$ cat src/rtl/dma_channel_address_sequencer_macros.svh
// Assertion macros shared by the DMA channel address sequencer RTL.
// Included by the modules that carry concurrent checks; no other dependencies.
`ifndef DMA_CHANNEL_ADDRESS_SEQUENCER_MACROS_SVH
`define DMA_CHANNEL_ADDRESS_SEQUENCER_MACROS_SVH

// Same-cycle implication, disabled while reset is asserted
`define DCAS_ASSERT_NOW(label, clk, rst_n, ante, cons, msg) \
    label: assert property (@(posedge clk) disable iff (!rst_n) (ante) |-> (cons)) \
        else $error(msg);

// Next-cycle implication, disabled while reset is asserted
`define DCAS_ASSERT_NEXT(label, clk, rst_n, ante, cons, msg) \
    label: assert property (@(posedge clk) disable iff (!rst_n) (ante) |=> (cons)) \
        else $error(msg);

`endif

$ cat src/rtl/dcas_pkg.sv
// Shared types, register codes and constants for the DMA channel address sequencer.
// No dependencies; imported by every module of the block.
package dcas_pkg;

    // Channel number; channel 3 has the larger maximum count
    localparam int unsigned CHANNEL = 0;

    localparam int unsigned ADDR_W      = 32;
    localparam int unsigned COUNT_W     = 16;
    localparam int unsigned REM_W       = 17;
    localparam int unsigned CFG_IDX_W   = 3;
    localparam int unsigned CFG_DATA_W  = 32;
    localparam int unsigned IN_TDATA_W  = 8;
    localparam int unsigned OUT_TDATA_W = 72;

    // Configuration register indexes
    typedef enum logic [CFG_IDX_W-1:0] {
        REG_SOURCE_START  = 3'd0,
        REG_DEST_START    = 3'd1,
        REG_UNIT_COUNT    = 3'd2,
        REG_DEST_MODE     = 3'd3,
        REG_SOURCE_MODE   = 3'd4,
        REG_WIDE_UNITS    = 3'd5,
        REG_START_TIMING  = 3'd6,
        REG_CHANNEL_FLAGS = 3'd7
    } cfg_reg_t;

    // Address step modes
    localparam logic [1:0] MODE_INC     = 2'd0;
    localparam logic [1:0] MODE_DEC     = 2'd1;
    localparam logic [1:0] MODE_FIXED   = 2'd2;
    localparam logic [1:0] MODE_SPECIAL = 2'd3;

    // Start timing codes
    localparam logic [1:0] TIMING_IMMEDIATE = 2'd0;
    localparam logic [1:0] TIMING_VBLANK    = 2'd1;
    localparam logic [1:0] TIMING_HBLANK    = 2'd2;

    // Bits of channel_flags
    localparam int unsigned FLAG_IRQ    = 0;
    localparam int unsigned FLAG_REPEAT = 1;

    localparam logic [ADDR_W-1:0] LOW_REGION_LIMIT = 32'h0500_0000;
    localparam logic [ADDR_W-1:0] LOW_ADDR_MASK    = 32'h07FF_FFFF;
    localparam logic [ADDR_W-1:0] HIGH_ADDR_MASK   = 32'h0FFF_FFFF;
    localparam logic [ADDR_W-1:0] WORD_ALIGN_MASK  = ~32'h3;
    localparam logic [ADDR_W-1:0] HALF_ALIGN_MASK  = ~32'h1;
    localparam logic [ADDR_W-1:0] WORD_STEP        = 32'd4;
    localparam logic [ADDR_W-1:0] HALF_STEP        = 32'd2;
    localparam logic [REM_W-1:0]  MAX_COUNT_CH3    = 17'h1_0000;
    localparam logic [REM_W-1:0]  MAX_COUNT        = 17'h0_4000;
    localparam logic [REM_W-1:0]  DEFAULT_COUNT    = (CHANNEL == 3) ? MAX_COUNT_CH3 : MAX_COUNT;

    typedef struct packed {
        logic [ADDR_W-1:0]  source_start;
        logic [ADDR_W-1:0]  dest_start;
        logic [COUNT_W-1:0] unit_count;
        logic [1:0]         dest_mode;
        logic [1:0]         source_mode;
        logic               wide_units;
        logic [1:0]         start_timing;
        logic [1:0]         channel_flags;
    } cfg_t;

    typedef struct packed {
        logic hblank_event;
        logic vblank_event;
        logic arm;
    } in_item_t;

    typedef struct packed {
        logic              transfer_valid;
        logic [ADDR_W-1:0] read_address;
        logic [ADDR_W-1:0] write_address;
        logic              word_size;
        logic              last;
        logic              irq_pulse;
    } result_t;

    // Keep 27 bits below the I/O region boundary, 28 bits elsewhere
    function automatic logic [ADDR_W-1:0] mask_address(input logic [ADDR_W-1:0] a);
        logic [ADDR_W-1:0] m;
        m = (a < LOW_REGION_LIMIT) ? (a & LOW_ADDR_MASK) : (a & HIGH_ADDR_MASK);
        return m;
    endfunction

endpackage

$ cat src/rtl/dma_channel_address_sequencer.sv
// A slot beat accepted into the input register gives its result beat in the output
// register, from which it is offered on the master side.
// Throughput: one slot beat per cycle unless the master side stalls; the step path
// is one address add and one count decrement between the input and output registers.
// Reset: rst_n is asynchronous, active low; clears config, channel state and valid flags.
// Every accepted slot beat produces exactly one result beat, idle slots all zero.
module dma_channel_address_sequencer
    import dcas_pkg::*;
(
    input  logic                   clk,
    input  logic                   rst_n,
    // Configuration write port
    input  logic                   cfg_we,
    input  logic [CFG_IDX_W-1:0]   cfg_index,
    input  logic [CFG_DATA_W-1:0]  cfg_data,
    // Slot beats
    input  logic                   s_axis_tvalid,
    output logic                   s_axis_tready,
    input  logic [IN_TDATA_W-1:0]  s_axis_tdata,  // [0] arm, [1] vblank_event, [2] hblank_event
    // Result beats
    output logic                   m_axis_tvalid,
    input  logic                   m_axis_tready,
    output logic [OUT_TDATA_W-1:0] m_axis_tdata,  // [31:0] read_address, [63:32] write_address,
                                                  // [64] word_size, [65] irq_pulse
    output logic                   m_axis_tlast,  // last
    output logic [0:0]             m_axis_tuser   // [0] transfer_valid
);

    cfg_t     cfg;
    result_t  result;
    logic     out_ready;
    logic     fire;
    logic     in_valid_reg, in_valid_next;
    in_item_t in_item_reg;

    dcas_cfg_regs u_cfg_regs (
        .clk       (clk),
        .rst_n     (rst_n),
        .cfg_we    (cfg_we),
        .cfg_index (cfg_index),
        .cfg_data  (cfg_data),
        .cfg       (cfg)
    );

    // Advance the held slot beat into the output register
    assign fire          = in_valid_reg & out_ready;
    assign s_axis_tready = ~in_valid_reg | fire;

    always_comb
    begin
        in_valid_next = in_valid_reg;
        if (s_axis_tvalid & s_axis_tready)
        begin
            in_valid_next = 1'b1;
        end
        else if (fire)
        begin
            in_valid_next = 1'b0;
        end
    end

    always_ff @(posedge clk or negedge rst_n)
    begin
        if (!rst_n)
        begin
            in_valid_reg <= 1'b0;
        end
        else
        begin
            in_valid_reg <= in_valid_next;
        end
    end

    always_ff @(posedge clk)
    begin
        if (s_axis_tvalid & s_axis_tready)
        begin
            in_item_reg <= in_item_t'(s_axis_tdata[2:0]);
        end
    end

    dcas_seq u_seq (
        .clk    (clk),
        .rst_n  (rst_n),
        .cfg    (cfg),
        .fire   (fire),
        .item   (in_item_reg),
        .result (result)
    );

    dcas_out_stage u_out_stage (
        .clk           (clk),
        .rst_n         (rst_n),
        .load          (fire),
        .result        (result),
        .ready         (out_ready),
        .m_axis_tvalid (m_axis_tvalid),
        .m_axis_tready (m_axis_tready),
        .m_axis_tdata  (m_axis_tdata),
        .m_axis_tlast  (m_axis_tlast),
        .m_axis_tuser  (m_axis_tuser)
    );

endmodule

$ cat src/rtl/dcas_cfg_regs.sv
// Configuration register file of the DMA channel address sequencer.
// Depends on dcas_pkg for the register codes and the cfg_t layout.
module dcas_cfg_regs
    import dcas_pkg::*;
(
    input  logic                  clk,
    input  logic                  rst_n,
    input  logic                  cfg_we,
    input  logic [CFG_IDX_W-1:0]  cfg_index,
    input  logic [CFG_DATA_W-1:0] cfg_data,
    output cfg_t                  cfg
);

    cfg_t cfg_reg;
    cfg_t cfg_next;

    // Decode the write into the addressed field
    always_comb
    begin
        cfg_next = cfg_reg;
        if (cfg_we)
        begin
            unique case (cfg_reg_t'(cfg_index))
                REG_SOURCE_START:  cfg_next.source_start  = cfg_data;
                REG_DEST_START:    cfg_next.dest_start    = cfg_data;
                REG_UNIT_COUNT:    cfg_next.unit_count    = cfg_data[COUNT_W-1:0];
                REG_DEST_MODE:     cfg_next.dest_mode     = cfg_data[1:0];
                REG_SOURCE_MODE:   cfg_next.source_mode   = cfg_data[1:0];
                REG_WIDE_UNITS:    cfg_next.wide_units    = cfg_data[0];
                REG_START_TIMING:  cfg_next.start_timing  = cfg_data[1:0];
                REG_CHANNEL_FLAGS: cfg_next.channel_flags = cfg_data[1:0];
                default:           cfg_next = cfg_reg;
            endcase
        end
    end

    always_ff @(posedge clk or negedge rst_n)
    begin
        if (!rst_n)
        begin
            cfg_reg <= '0;
        end
        else
        begin
            cfg_reg <= cfg_next;
        end
    end

    assign cfg = cfg_reg;

endmodule

$ cat src/rtl/dcas_seq.sv
// Channel state and per-slot step logic: trigger, run start, address stepping, count.
// Depends on dcas_pkg and the assertion macros header.
`include "dma_channel_address_sequencer_macros.svh"

module dcas_seq
    import dcas_pkg::*;
(
    input  logic     clk,
    input  logic     rst_n,
    input  cfg_t     cfg,
    input  logic     fire,
    input  in_item_t item,
    output result_t  result
);

    logic              armed_reg,   armed_next;
    logic              running_reg, running_next;
    logic [ADDR_W-1:0] source_reg,  source_next;
    logic [ADDR_W-1:0] dest_reg,    dest_next;
    logic [REM_W-1:0]  remain_reg,  remain_next;

    logic              armed_now;
    logic              trigger;
    logic              start;
    logic              run;
    logic [ADDR_W-1:0] source_cur;
    logic [ADDR_W-1:0] dest_cur;
    logic [REM_W-1:0]  remain_cur;
    logic [REM_W-1:0]  remain_dec;
    logic [ADDR_W-1:0] step;
    logic [ADDR_W-1:0] align;
    logic              is_last;

    // Trigger and run start
    always_comb
    begin
        armed_now = armed_reg | item.arm;
        trigger   = (cfg.start_timing == TIMING_IMMEDIATE)
                  | ((cfg.start_timing == TIMING_VBLANK) & item.vblank_event)
                  | ((cfg.start_timing == TIMING_HBLANK) & item.hblank_event);
        start     = ~running_reg & armed_now & trigger;
        run       = running_reg | start;
    end

    // Select the start values or the running values
    always_comb
    begin
        source_cur = start ? mask_address(cfg.source_start) : source_reg;
        dest_cur   = start ? mask_address(cfg.dest_start) : dest_reg;
        if (start)
        begin
            remain_cur = (cfg.unit_count != '0) ? {1'b0, cfg.unit_count} : DEFAULT_COUNT;
        end
        else
        begin
            remain_cur = remain_reg;
        end
        remain_dec = remain_cur - REM_W'(1);
        is_last    = run & (remain_dec == '0);
        step       = cfg.wide_units ? WORD_STEP : HALF_STEP;
        align      = cfg.wide_units ? WORD_ALIGN_MASK : HALF_ALIGN_MASK;
    end

    // Next state for one beat
    always_comb
    begin
        armed_next   = armed_reg;
        running_next = running_reg;
        source_next  = source_reg;
        dest_next    = dest_reg;
        remain_next  = remain_reg;
        if (fire)
        begin
            armed_next = armed_now;
            if (run)
            begin
                remain_next  = remain_dec;
                running_next = ~is_last;
                if (is_last)
                begin
                    armed_next = cfg.channel_flags[FLAG_REPEAT];
                end

                unique case (cfg.dest_mode)
                    MODE_INC:     dest_next = dest_cur + step;
                    MODE_DEC:     dest_next = dest_cur - step;
                    MODE_FIXED:   dest_next = dest_cur;
                    MODE_SPECIAL: dest_next = dest_cur + step;
                    default:      dest_next = dest_cur;
                endcase

                unique case (cfg.source_mode)
                    MODE_INC:     source_next = source_cur + step;
                    MODE_DEC:     source_next = source_cur - step;
                    MODE_FIXED:   source_next = source_cur;
                    MODE_SPECIAL: source_next = source_cur;
                    default:      source_next = source_cur;
                endcase
            end
        end
    end

    // Result of this slot; all zero when no transfer is issued
    always_comb
    begin
        result = '0;
        if (run)
        begin
            result.transfer_valid = 1'b1;
            result.read_address   = source_cur & align;
            result.write_address  = dest_cur & align;
            result.word_size      = cfg.wide_units;
            result.last           = is_last;
            result.irq_pulse      = is_last & cfg.channel_flags[FLAG_IRQ];
        end
    end

    always_ff @(posedge clk or negedge rst_n)
    begin
        if (!rst_n)
        begin
            armed_reg   <= 1'b0;
            running_reg <= 1'b0;
            source_reg  <= '0;
            dest_reg    <= '0;
            remain_reg  <= '0;
        end
        else
        begin
            armed_reg   <= armed_next;
            running_reg <= running_next;
            source_reg  <= source_next;
            dest_reg    <= dest_next;
            remain_reg  <= remain_next;
        end
    end

    `DCAS_ASSERT_NEXT(a_last_ends_run, clk, rst_n, fire && result.last, !running_reg, "run still active after last transfer")
    `DCAS_ASSERT_NEXT(a_run_continues, clk, rst_n, fire && run && !result.last, running_reg, "run dropped before last transfer")
    `DCAS_ASSERT_NEXT(a_idle_keeps_count, clk, rst_n, fire && !run, remain_reg == $past(remain_reg), "count moved on an idle slot")
    `DCAS_ASSERT_NOW(a_start_needs_arm, clk, rst_n, start, armed_now && !running_reg, "run started without being armed")

endmodule

$ cat src/rtl/dcas_out_stage.sv
// Output register of the DMA channel address sequencer: holds one result beat.
// Depends on dcas_pkg for result_t and the tdata width.
module dcas_out_stage
    import dcas_pkg::*;
(
    input  logic                   clk,
    input  logic                   rst_n,
    input  logic                   load,
    input  result_t                result,
    output logic                   ready,
    output logic                   m_axis_tvalid,
    input  logic                   m_axis_tready,
    output logic [OUT_TDATA_W-1:0] m_axis_tdata,
    output logic                   m_axis_tlast,
    output logic [0:0]             m_axis_tuser
);

    logic    valid_reg, valid_next;
    result_t data_reg;

    // Free when empty or when the held beat leaves this cycle
    assign ready = ~valid_reg | m_axis_tready;

    always_comb
    begin
        valid_next = valid_reg;
        if (load)
        begin
            valid_next = 1'b1;
        end
        else if (m_axis_tready)
        begin
            valid_next = 1'b0;
        end
    end

    always_ff @(posedge clk or negedge rst_n)
    begin
        if (!rst_n)
        begin
            valid_reg <= 1'b0;
        end
        else
        begin
            valid_reg <= valid_next;
        end
    end

    // Payload needs no reset
    always_ff @(posedge clk)
    begin
        if (load)
        begin
            data_reg <= result;
        end
    end

    assign m_axis_tvalid = valid_reg;
    assign m_axis_tdata  = {6'b0, data_reg.irq_pulse, data_reg.word_size,
                            data_reg.write_address, data_reg.read_address};
    assign m_axis_tlast  = data_reg.last;
    assign m_axis_tuser  = data_reg.transfer_valid;

endmodule
$ cat config.mk
export PLATFORM = sky130hd
export DESIGN_NAME = dma_channel_address_sequencer
export DESIGN_NICKNAME = d
export VERILOG_FILES = /design/src/rtl/dcas_pkg.sv /design/src/rtl/dma_channel_address_sequencer.sv /design/src/rtl/dcas_cfg_regs.sv /design/src/rtl/dcas_seq.sv /design/src/rtl/dcas_out_stage.sv
export VERILOG_INCLUDE_DIRS = /design/src /design/src/rtl
export SDC_FILE = /design/constraint.sdc
export NUM_CORES = 1
export LEC_CHECK = 0
export ABC_AREA = 0
export BUFFER_PORTS_ARGS = -buffer_cell sky130_fd_sc_hd__buf_4
export CORE_MARGIN = 2
export CORE_UTILIZATION = 55
export DETAILED_ROUTE_END_ITERATION = 12
export PLACE_DENSITY = 0.85
export SETUP_SLACK_MARGIN = 0.2
export SLEW_MARGIN = 10
export SYNTH_ARGS = -nofsm -noshare
export SYNTH_HDL_FRONTEND = slang
export SYNTH_SLANG_ARGS = --single-unit
$ cat constraint.sdc
create_clock -name clk -period 5.2 [get_ports clk]
set_clock_uncertainty 0.1 [all_clocks]
set_input_delay 1.04 -clock clk [delete_from_list [all_inputs] [get_ports clk]]
set_output_delay 1.04 -clock clk [all_outputs]
set_load 0.01 [all_outputs]
* After elaboration in Yosys (flattened, before gate mapping)
Index checks and enable logic that the tools add are counted.
Word-level totals: register bits after elaboration 245, output and inout port bits 76, word-level logic and storage cells 102
Operators by class: add/sub/neg operators 5, magnitude comparators 2, equality and inequality tests 15, mux-type cells 17, bitwise gates (word level) 20, reductions and logical operators 19
Operator list (number):
- one-hot mux 32 bit (3 select lines) | 2
- 2-to-1 mux 68 bit | 1
- adder 32 bit | 2
- bitwise AND 32 bit | 2
- less-than comparator 32 x 27 -> 1 bit (second input constant) | 2
- 2-to-1 mux 32 bit | 2
- subtractor 32 bit | 2
- 2-to-1 mux 28 bit | 2
- AND reduction 2 bit | 9
- logical NOT 17 bit | 1
- 2-to-1 mux 17 bit | 1
- subtractor 17 x 1 -> 17 bit (second input constant) | 1
- 2-to-1 mux 16 bit | 1
- nonzero test 16 bit | 1
- == test 3 bit (second input constant) | 4
- == test 2 bit (second input constant) | 5
- bitwise AND 1 bit | 8
- == test 2 x 1 -> 1 bit (second input constant) | 3
- == test 3 x 2 -> 1 bit (second input constant) | 2
- logical NOT 2 bit | 3
- 2-to-1 mux 1 bit | 6
- bitwise OR 1 bit | 6
- inverter 1 bit | 4
- nonzero test 2 bit | 2
- other kinds (5) | 6

* Depth between registers and ports, before layout
depth after elaboration 11, depth in mapped cells 21, depth with buffers taken out 16

* Hierarchy
A second synthesis with hierarchy kept.
Unflattened totals: cell total of the unflattened synthesis 1511, area total of the unflattened synthesis 14875.5 um^2
By module, submodules not included:
- dcas_seq | times used 1, cells an instance 1230, area each 8877.3 um^2, sequential area each 2026.9 um^2
- dcas_cfg_regs | times used 1, cells an instance 195, area each 3709.8 um^2, sequential area each 2227.1 um^2
- dcas_out_stage | times used 1, cells an instance 78, area each 2138.3 um^2, sequential area each 2067.0 um^2
- dma_channel_address_sequencer | times used 1, cells an instance 8, area each 150.1 um^2, sequential area each 115.1 um^2

* Least setup slack after synthesis
OpenSTA, ideal clock, no wires.
kind flip-flop to flip-flop, start point reg in_item_reg[0] in the netlist's numbering, end point reg u_seq.dest_reg[31], library setup time 0.125 ns, arrival time 4.751 ns, data required time 4.975 ns, slack 0.224 ns, stages on the path, launching flop included 20, path buffers 3, period minus slack after synthesis 4.976 ns, cell sequence edfxtp_1 or2_2 o2111ai_1 clkbuf_1 clkbuf_1 clkbuf_1 mux2i_1 inv_1 ha_1 fa_1 a21o_1 a21oi_1 o21bai_1 a22oi_1 a21oi_1 or3_1 a31oi_1 xnor2_1 o32ai_1 nor2_1
Between the ends: longest elaborated chain between the ends 6
Ends and longest elaborated chain:
- start: declaration | RTL line dma_channel_address_sequencer.sv:34 | in_item_t in_item_reg;
- start signal: assignment | RTL line dma_channel_address_sequencer.sv:78 | in_item_reg <= in_item_t'(s_axis_tdata[2:0]);
- bitwise OR 1 bit (*) | RTL line dcas_seq.sv:37 | armed_now = armed_reg | item.arm;
- bitwise AND 1 bit (*) (2 in series) | RTL line dcas_seq.sv:41 | start = ~running_reg & armed_now & trigger;
- 2-to-1 mux 32 bit | RTL line dcas_seq.sv:49 | dest_cur = start ? mask_address(cfg.dest_start) : dest_reg;
- adder 32 bit or subtractor 32 bit (tied branches) | RTL line dcas_seq.sv:85, dcas_seq.sv:88, dcas_seq.sv:86
- one-hot mux 32 bit (3 select lines) | RTL line dcas_seq.sv:84 | unique case (cfg.dest_mode)
- end signal: assignment | RTL line dcas_seq.sv:133 | dest_reg <= dest_next;
- end: declaration | RTL line dcas_seq.sv:19 | logic [ADDR_W-1:0] dest_reg, dest_next;
Mark *: on every way between the ends. The rest lies on a longest branch, timed or not. A chain may end at the register's enable or synchronous reset.

* Worst setup path after layout
start point reg in_item_reg[0] in the netlist's numbering, end point reg u_seq.dest_reg[31]
Between the ends: longest elaborated chain between the ends 6
Ends and longest elaborated chain:
- bitwise OR 1 bit (*) | RTL line dcas_seq.sv:37
- bitwise AND 1 bit (*) (2 in series) | RTL line dcas_seq.sv:41
- 2-to-1 mux 32 bit (*) | RTL line dcas_seq.sv:49
- via u_seq.dest_cur[18] | RTL line dcas_seq.sv:27 | logic [ADDR_W-1:0] dest_cur;
- adder 32 bit or subtractor 32 bit (tied branches) | RTL line dcas_seq.sv:85, dcas_seq.sv:88, dcas_seq.sv:86
- one-hot mux 32 bit (3 select lines) (*) | RTL line dcas_seq.sv:84
The timed path passes the listed nets; every way through them passes the cells marked *.

==> metrics.md <==
| Metric | Value |
|---|---|
| Die span in y | `161 um` |
| Top cell type's share of synthesized area | `0.298` |
| Overall Power | `around 9.5 mW` |
| Non-Filler Instances | `1870` |
| Final Cycle Share | `0.923` |
| GRT Overall Usage | `0.273` |
| Worst hold path class | `flip-flop to flip-flop` |
| CP required | `roughly 5.5 ns` |
| First-pass DRT Iterations | `5` |
| Avg Cell Area, Syn | `9.48 um2` |
| Die area | `~26000 um2` |
| ANT nets after route | `0` |
| Ratio of cells with drive above 1 in the final layout | `0.181` |
| Hold Crit Depth | `2` |
| Synth Register Bits | `around 230` |
| H-tree Lvls | `1` |
| Worst Path Arrival | `5.10 ns` |
| Die X | `161 um` |
| Yosys cell types | `75` |
| R2R depth | `15` |
| Deepest clock path buffer count | `3` |
| Setup crit start | `in_item_reg[0]` |
| Dpl cells | `1822` |
| PortBufs | `106` |
| Max-slew violation total from the final report | `0` |
| FF-to-FF Start | `in_item_reg[0]` |
| Final number of setup-violating endpoints | `0` |
| Worst vdd ir | `between 0.3 and 0.4 mV` |
| Fin Setup TNS | `0 ns` |
| ANT cells | `0` |
| Sequential area share after synthesis | `0.450` |
| Core area | `24300 um2` |
| 1st-iter DRT viols | `1098` |
| CTS root buf | `clkbuf_16` |
| EDFF count, synth | `69` |
| Slew @ Worst Pin | `~1 ns` |
| Hpwl dp | `23700 um` |
| Total grt overflow | `0` |
| Fmax | `208 MHz` |
| Vias in the first global route | `11100` |
| Clock Sinks | `231` |
| Rel. slew slack | `0.339` |
| First-pass GRT wire length | `57200 um` |
| Hold slack | `0.380 ns` |
| Initial Util | `0.560` |
| Via count | `11500` |
| CTS Buf Count | `25` |
| RePlAce Congestion | `between 0.9 and 1` |
| Cell accounting for the most synthesized area | `dfrtp_1` |
| Flop-to-flop setup slack | `0.40 ns` |
| Max-capacitance violation count | `0` |
| Final wirelength | `36500 um` |
| Cell Area, Synth | `around 14000 um2` |
| Synth area leaders | `dfrtp_1 (30%), edfxtp_1 (15%), mux2_2 (6.5%)` |
| R2R Path End | `u_seq.dest_reg[31]` |
| Clk slew on worst S/H paths | `0.06 ns` |
| PnR worst setup slack | `0.402 ns` |
| Status | `completed` |
| Via density | `6.12` |
| Largest fanout on the critical path | `24` |
| Critical Path Sink Type | `flip-flop` |
| Area after DPL | `14800 um2` |
| Post-synth ARST share | `0.701` |
| Minimum clock period | `4.80 ns` |
| Post-Layout Inst Area | `15800 um2` |
| Synth Instances | `1436` |
| Drt drc | `0` |
| Max reg flops | `79` |
| # rows | `57` |
| Layout area overhead | `15.9%` |
| WS Path Type | `flip-flop to flip-flop` |
| Final hold vios | `0` |
| Final nets | `1641` |
| CP Launch Type | `flip-flop` |
| # hold bufs at CTS | `0` |
| Top Ports | `124` |
| Avg WL per Cell | `between 15 and 20 um` |
| Pwr Density | `601 nW/um2` |
| Lkg Pwr | `7.24 nW` |
| Post-layout util | `0.648` |
| Initial antenna violation count | `0` |
| Clk Latency, worst-skew pair | `roughly 0.53 ns` |
| Largest net degree at the start of global routing | `103` |
| Pre-CTS WS | `about 0.27 ns` |
| CTS tree | `built` |
| RSZ-0062 raised after global routing | `no` |
| Most used flip-flop cell after synthesis | `dfrtp_1` |
| Worst Hold End | `u_seq.source_reg[14]` |
| Hold Startpoint | `u_seq.source_reg[14]` |
| Synth warnings | `0` |
[cell usage after synthesis (3+ instances only)]
| master | number |
|---|---|
| nor2_1 | 95 |
| ha_1 | 64 |
| nand3_1 | 14 |
| a22oi_1 | 3 |
| clkbuf_1 | 60 |
| nand2b_1 | 18 |
| a21oi_1 | 143 |
| inv_1 | 40 |
| or3_1 | 14 |
| o311a_1 | 3 |
| o21a_1 | 8 |
| xnor2_1 | 31 |
| a21o_1 | 31 |
| a211oi_1 | 11 |
| o21bai_1 | 9 |
| or4_1 | 7 |
| buf_1 | 4 |
| a22o_1 | 6 |
| edfxtp_1 | 69 |
| nand4_1 | 4 |
| mux2i_1 | 31 |
| or2_2 | 5 |
| nor3b_1 | 4 |
| o21ai_0 | 99 |
| dfrtp_1 | 162 |
| nor2b_1 | 11 |
| buf_4 | 8 |
| and2_1 | 24 |
| and3_1 | 7 |
| o41ai_1 | 4 |
| o2111ai_1 | 3 |
| nand2_1 | 237 |
| o31ai_1 | 8 |
| nor4b_1 | 4 |
| nor4_1 | 6 |
| xor2_1 | 29 |
| o22ai_1 | 7 |
| a211o_1 | 3 |
| mux2_2 | 79 |
| a31oi_1 | 7 |
| nor3_1 | 19 |
| o221ai_1 | 3 |
[layout by cell type (no fill, tap or decap), drive strengths merged, types with 19 or more instances in the layout]
master    n
a21o     31
a21oi   143
and2     24
buf     131
clkbuf   28
dfrtp   162
edfxtp   69
ha       64
inv      44
mux2     80
mux2i    31
nand2   237
nor2     95
nor3     19
o21ai   100
xnor2    31
xor2     29
[how the worst max path moves through the flow]
stage,end,depth (start not counted)
finish,u_seq.dest_reg[31],15
global route,u_seq.dest_reg[31],17
CTS,u_seq.dest_reg[31],14
detailed placement,u_seq.dest_reg[31],14
global placement,u_seq.dest_reg[31],14
floorplan,u_seq.dest_reg[31],19
[kinds of logic after synthesis]
group,synth area share
and+or+nand+nor,0.159
AOI/OAI and AO/OA,0.167
DFF,0.450
buffers and inverters,0.0350
muxes,0.0893
adders and majority gates,0.0603
xor gates and xnor gates,0.0386
other,0.000276
[per-layer routing]
| metal | share of wire | vias up | track usage |
|---|---|---|---|
| met2 | 0.46 | 541 | 0.440 |
| met4 | 0.054 | 0 | 0.145 |
| li1 | - | 5310 | - |
| met3 | 0.083 | 127 | 0.0437 |
| met1 | 0.40 | 5474 | 0.357 |
| met5 | 0 | - | 0 |
[layout make-up]
type | count | area [um2]
clock buffers | 28 | 647
flip-flops and latches | 231 | 6130
repair buffers | 131 | 1010
multi-input cells | 1098 | 7120
well taps | 324 | 405
fillers | 1879 | 8550
clock inverters | 17 | 299
inverters | 41 | 154
[power by group]
group | switching, mW | internal, mW | leakage, nW
Combinational | 2.60 | 1.94 | 4.13
Clock | 0.764 | 1.30 | 0.466
Sequential | 0.371 | 2.50 | 2.65
Total | 3.74 | 5.73 | 7.24
[critical path, cell delays in order (launching register included)]
cell	delay (ns)
edfxtp_1	0.42
or2_2	0.42
o2111ai_4	0.13
buf_12	0.19
buf_4	0.37
mux2i_1	0.41
inv_1	0.09
ha_1	0.38
a2111oi_0	0.41
a21oi_1	0.14
a41o_1	0.27
or3_1	0.36
a31oi_1	0.41
xnor2_1	0.16
o32ai_1	0.32
nor2_1	0.08
[timing repair]
action / in CTS / in global routing
setup endpoints to repair: 0 / 11
buffers inserted: 0 / 2
endpoints found under the hold margin: 0 / 0
gates resized for setup: 0 / 3
Power figures use the tool's default switching activity.
